==> src/design/rbd_pkg.sv <==
package rbd_pkg;

	// store geometry
	localparam int DEPTH   = 1024;
	localparam int PTR_W   = (DEPTH > 1) ? $clog2(DEPTH) : 1;
	localparam int CNT_W   = $clog2(DEPTH + 1);
	localparam int COUNT_W = 11;
	localparam int WORD_W  = 32;

	// action codes
	typedef enum logic [2:0] {
		ACT_NONE       = 3'd0,
		ACT_PUSH_FRONT = 3'd1,
		ACT_PUSH_BACK  = 3'd2,
		ACT_POP_FRONT  = 3'd3,
		ACT_POP_BACK   = 3'd4
	} action_t;

	// status codes
	typedef enum logic [1:0] {
		ST_OK    = 2'd0,
		ST_FULL  = 2'd1,
		ST_EMPTY = 2'd2
	} status_t;

	// input item
	typedef struct packed {
		logic [2:0]               action;
		logic signed [WORD_W-1:0] push_value;
	} req_item_t;

	// result item
	typedef struct packed {
		logic signed [WORD_W-1:0] popped_value;
		logic [1:0]               status;
		logic [COUNT_W-1:0]       item_count;
		logic                     is_empty;
		logic signed [WORD_W-1:0] front_value;
		logic signed [WORD_W-1:0] back_value;
	} rsp_item_t;

	// controller to datapath commands
	typedef struct packed {
		logic accept;
		logic rd_en;
		logic out_valid;
	} cmd_t;

	// circular pointer step forward
	function automatic logic [PTR_W-1:0] ptr_inc(input logic [PTR_W-1:0] p);
		logic [PTR_W-1:0] r;
		r = (p == PTR_W'(DEPTH - 1)) ? '0 : p + PTR_W'(1);
		return r;
	endfunction

	// circular pointer step back
	function automatic logic [PTR_W-1:0] ptr_dec(input logic [PTR_W-1:0] p);
		logic [PTR_W-1:0] r;
		r = (p == '0) ? PTR_W'(DEPTH - 1) : p - PTR_W'(1);
		return r;
	endfunction

endpackage

==> src/design/rbd_ctrl.sv <==
module rbd_ctrl (
	input  logic          clk,
	input  logic          arst_n,
	input  logic          start,
	output logic          busy,
	output rbd_pkg::cmd_t cmd
);

	typedef enum logic [2:0] {
		S_IDLE = 3'b001,
		S_READ = 3'b010,
		S_OUT  = 3'b100
	} state_t;

	state_t state_q;
	state_t state_next;
	logic   accept;

	// handshake
	assign busy   = (state_q == S_READ);
	assign accept = start && !busy;

	// next state
	always_comb begin
		case (state_q)
			S_IDLE:  state_next = accept ? S_READ : S_IDLE;
			S_READ:  state_next = S_OUT;
			S_OUT:   state_next = accept ? S_READ : S_IDLE;
			default: state_next = S_IDLE;
		endcase
	end

	// state register
	always_ff @(posedge clk or negedge arst_n) begin
		if (!arst_n) begin
			state_q <= S_IDLE;
		end else begin
			state_q <= state_next;
		end
	end

	// commands to datapath
	assign cmd.accept    = accept;
	assign cmd.rd_en     = (state_q == S_READ);
	assign cmd.out_valid = (state_q == S_OUT);

endmodule

==> config.mk <==
export PLATFORM = sky130hd
export DESIGN_NAME = rbd_ctrl
export DESIGN_NICKNAME = d
export VERILOG_FILES = /design/src/design/rbd_pkg.sv /design/src/design/rbd_ctrl.sv
export SDC_FILE = /design/constraint.sdc
export NUM_CORES = 1
export LEC_CHECK = 0
export BUFFER_PORTS_ARGS = -buffer_cell sky130_fd_sc_hd__buf_2
export CORE_AREA = 2 2 39 41
export CTS_BUF_LIST = sky130_fd_sc_hd__clkbuf_4 sky130_fd_sc_hd__clkbuf_8
export DETAILED_ROUTE_END_ITERATION = 12
export DIE_AREA = 0 0 41 43
export PLACE_DENSITY = 0.31
export SETUP_SLACK_MARGIN = 0.1
export SLEW_MARGIN = 10
export SYNTH_ARGS = -nofsm -noshare
export SYNTH_HDL_FRONTEND = slang
export SYNTH_SLANG_ARGS = --single-unit
==> constraint.sdc <==
create_clock -name clk -period 2.9 [get_ports clk]
set_clock_uncertainty 0.2 [all_clocks]
set_input_delay 0.58 -clock clk [delete_from_list [all_inputs] [get_ports clk]]
set_output_delay 0.58 -clock clk [all_outputs]
set_load 0.03 [all_outputs]
Word level (Yosys, flattened, before mapping). Index checks and enable logic that the tools add are counted.

Eq/ne operators: 3. Mux-type cells: 2. Reductions and logical operators: 3.

Operators by type and width (number): 3-bit one-hot mux with 2 select lines (1); 3-bit by 1-bit == test with 1-bit output (second input constant) (1); 3-bit by 2-bit == test with 1-bit output (second input constant) (1); 3-bit == test (second input constant) (1); 2-bit two-way mux (1); 2-bit OR reduction (1); 1-bit logical AND (1); 1-bit zero test (1).

Register bits after elaboration: 3. Bits of input ports: 3. Output and inout port bits: 4. Word-level logic and storage cells: 9.

Longest topological paths before layout.
Word-level depth: 5. Mapped depth: 3. Depth with buffers taken out: 2.

Worst setup path before layout. No wires, ideal clock.

Path kind: register to output. Start point: register state_q[2]. End point: output cmd[2] (netlist bit). Arrival time: 1.210 ns. Required time: 2.120 ns. Setup slack: 0.910 ns. Cell stages (with the launch flop): 4. Buffers on the path: 1. Path through: dfrtp_1 nor3b_2 nor2b_1 buf_4.

Word-level cells in the longest chain between the ends: 3.

RTL lines: start: declaration (RTL line rbd_ctrl.sv:15) `state_t state_q;`; start signal: assignment (RTL line rbd_ctrl.sv:38) `state_q <= state_next;`; 3-bit by 2-bit == test with 1-bit output (RTL line rbd_ctrl.sv:20) `assign busy = (state_q == S_READ);`; named net busy (RTL line rbd_ctrl.sv:5) `output logic busy,`; 1-bit zero test (RTL line rbd_ctrl.sv:21) `assign accept = start && !busy;`; 1-bit logical AND (RTL line rbd_ctrl.sv:21); end: declaration (RTL line rbd_ctrl.sv:6) `output rbd_pkg::cmd_t cmd`.

The timed path passes the listed nets, and every way through them passes these cells.

==> flow_summary.json <==
{
  "status": "finished, final reports clean",
  "worst_slack_ns": 0.920,
  "multiInputGateArea_sq_um": 55.1,
  "startpoint_type": "flip-flop",
  "pin_count": 7,
  "final.min_clock_period_ns": 1.98,
  "cts_setup_buffers": 0,
  "drv_slew": 0,
  "dieHeight_um": 43,
  "port_buffers": 6,
  "ys_top_cells_by_area": "dfrtp_1 (34%), dfstp_2 (18%), buf_4 (10%)",
  "die_area_sq_mm": 0.00176,
  "maxCapViolCount": 0,
  "fin_total_pwr_mw": 0.230,
  "crit_path_end_kind": "output pin",
  "routed_via_density": 2.89,
  "fin_crit_sh": 0.683,
  "place_hpwl_um": 186,
  "grt_max_degree": 6,
  "hold_viol_final": 0,
  "yosys_warnings": 0,
  "cts_tree": "built",
  "yosysTopAreaCell": "dfrtp_1",
  "syn_inst": 12,
  "crit_required_ns": 2.12,
  "grt_pass1_vias": 126,
  "ys.flop_type": "dfrtp_1",
  "fillers": 156,
  "n_antenna_cell": 0,
  "peakVddDrop_uv": 328,
  "drt_wl_total_um": 286,
  "hold_end": "state_q[2]",
  "r2r_end": "state_q[0]",
  "cts_root_buf": "clkbuf_4",
  "wl_per_cell_um": 7.73,
  "area_growth_pct": 51.3,
  "fin_tns_setup_ns": 0,
  "core_sq_mm": 0.00138,
  "cts_buffers": 3,
  "antenna_found_initial": 0,
  "rr_worst_depth": 2,
  "insertion_delay_ns": 0.23,
  "drive_gt1_frac": 0.571,
  "grt-ovfl-total": 0,
  "largest_registers": "state_q (3)",
  "ctsHtreeMaxLevel": 1,
  "leakage_nw": 0.106,
  "power_frac_comb": 0.304,
  "die_x_um": 41,
  "nNetsFinal": 25,
  "largest_reg_flops": 3,
  "initial_core_util": 0.106,
  "place_ws_ns": 1.14,
  "rsz0062_at_grt": "no",
  "synth.distinct_cells": 10,
  "rows": 14,
  "drt_iter0_markers": 1,
  "synth_fp_nets": 15,
  "power.internal_mw": 0.153,
  "power_density_mw_per_mm2": 1040,
  "synth_area_sq_um": 146,
  "seq_area_sq_um": 76.3,
  "ys_seq_elements": 3,
  "min_path_cells": 1,
  "grt_first_pass_wirelength_um": 489,
  "ff2ff_setup_slack_ns": 1.73,
  "cts_resized": 0,
  "path_max_fanout": 5,
  "relSlewSlack": 0.795,
  "synth-edff-count": 0,
  "cp_data_arrival_time_ns": 1.20,
  "yosysTopAreaCellShare": 0.342,
  "gp_congestion": 0.562,
  "vias": 107,
  "critical_path_class": "flip-flop to output pin",
  "firstDrtPassIters": 2,
  "tightestPinTransition_ns": 0.307,
  "min-delay-start": "state_q[2]",
  "cts.sinks": 3,
  "synth.avg_cell_area_sq_um": 12.2,
  "clock_tree.buffer_depth": 2,
  "async_flop_share": 1.00,
  "p_clk_frac": 0.362,
  "fmax_mhz": 505,
  "p_seq_frac": 0.334,
  "switching_share": 0.333,
  "r2r-start": "state_q[2]",
  "seq_area_frac_synth": 0.521,
  "ant_nets": 0,
  "grtUsageTotal": 0.0514,
  "ys_top_cells_by_count": "buf_4 (2), dfrtp_1 (2)",
  "power_switching_mw": 0.0764,
  "drc_errors": 0,
  "setup_violations": 0,
  "cts.clk_slew.worst_paths_ns": 0.04,
  "regMostFlops": "state_q",
  "hp-class": "flip-flop to flip-flop"
}
-- power by group through the flow --
stage / Sequential [mW] / Clock, mW / Combinational, mW
global placement: 0.0758 / 0 / 0.0689
finish: 0.0766 / 0.0832 / 0.0698
CTS: 0.0760 / 0.0892 / 0.0710
detailed placement: 0.0762 / 0 / 0.0697
global route: 0.0789 / 0.0964 / 0.0777
floorplan: 0.0734 / 0 / 0.0621
-- logic make-up after synthesis --
| logic type | Yosys count | share of synthesized area |
|---|---|---|
| and+or+nand+nor | 5 | 0.248 |
| buffers and inverters | 2 | 0.103 |
| AOI/OAI and AO/OA | 1 | 0.0684 |
| xor gates and xnor gates | 1 | 0.0598 |
| DFF | 3 | 0.521 |
-- area by class of cell --
type / instances / share of cell area
tap: 16 / 0.0904
clock buffer: 4 / 0.136
multi-input combinational: 7 / 0.249
timing repair buffer: 7 / 0.181
sequential: 3 / 0.345
-- per-layer routing --
| metal | global-route usage | part of all wire | wire length (um) | vias to the layer above |
|---|---|---|---|---|
| met3 | 0.0314 | 0.12 | 34 | 0 |
| met1 | 0.0489 | 0.49 | 140 | 46 |
| li1 | - | - | - | 54 |
| met5 | 0 | 0 | 0 | - |
| met4 | 0.100 | 0 | 0 | 0 |
| met2 | 0.0469 | 0.39 | 112 | 7 |
-- timing repair --
action                                  in CTS  in global routing
hold endpoints to repair                     2                  0
endpoints found under the setup margin       0                  0
hold buffers                                 1                  0
-- worst max-delay path by stage --
stage / end / cells past startpoint / start / slack, ns
after floorplan: cmd[2] / 3 / state_q[2] / 0.91
after global placement: cmd[2] / 3 / start / 1.14
after detailed placement: cmd[2] / 3 / start / 1.14
after CTS: busy / 2 / state_q[2] / 0.90
after global routing: cmd[2] / 3 / state_q[2] / 0.80
final: cmd[1] / 2 / state_q[2] / 0.92
-- metrics by stage --
step                hold slack, ns  instance area (sq um)   util  std cells
global placement             0.175                    181  0.131         32
floorplan                   0.0844                    146      -         12
CTS                          0.326                    221  0.160         37
finish                       0.323                    221  0.160         37
global route                 0.350                    221  0.160         37
detailed placement           0.177                    181  0.131         32
-- cells in the final DEF, fill, tap and decap left out --
cell,instances
nand2b_1,1
nor2b_1,1
nor2_1,1
clkbuf_4,4
buf_2,6
nor3b_1,1
dfstp_2,1
o21ba_1,1
nor3b_2,1
xnor2_1,1
dfrtp_1,2
dlygate4sd3_1,1
-- worst max-delay path, cell delays in order (launching register included) --
cell and delay [ns]:
dfrtp_1 0.40, nor3b_2 0.31, buf_2 0.26
No activity file was read; power rests on OpenSTA's default activity.
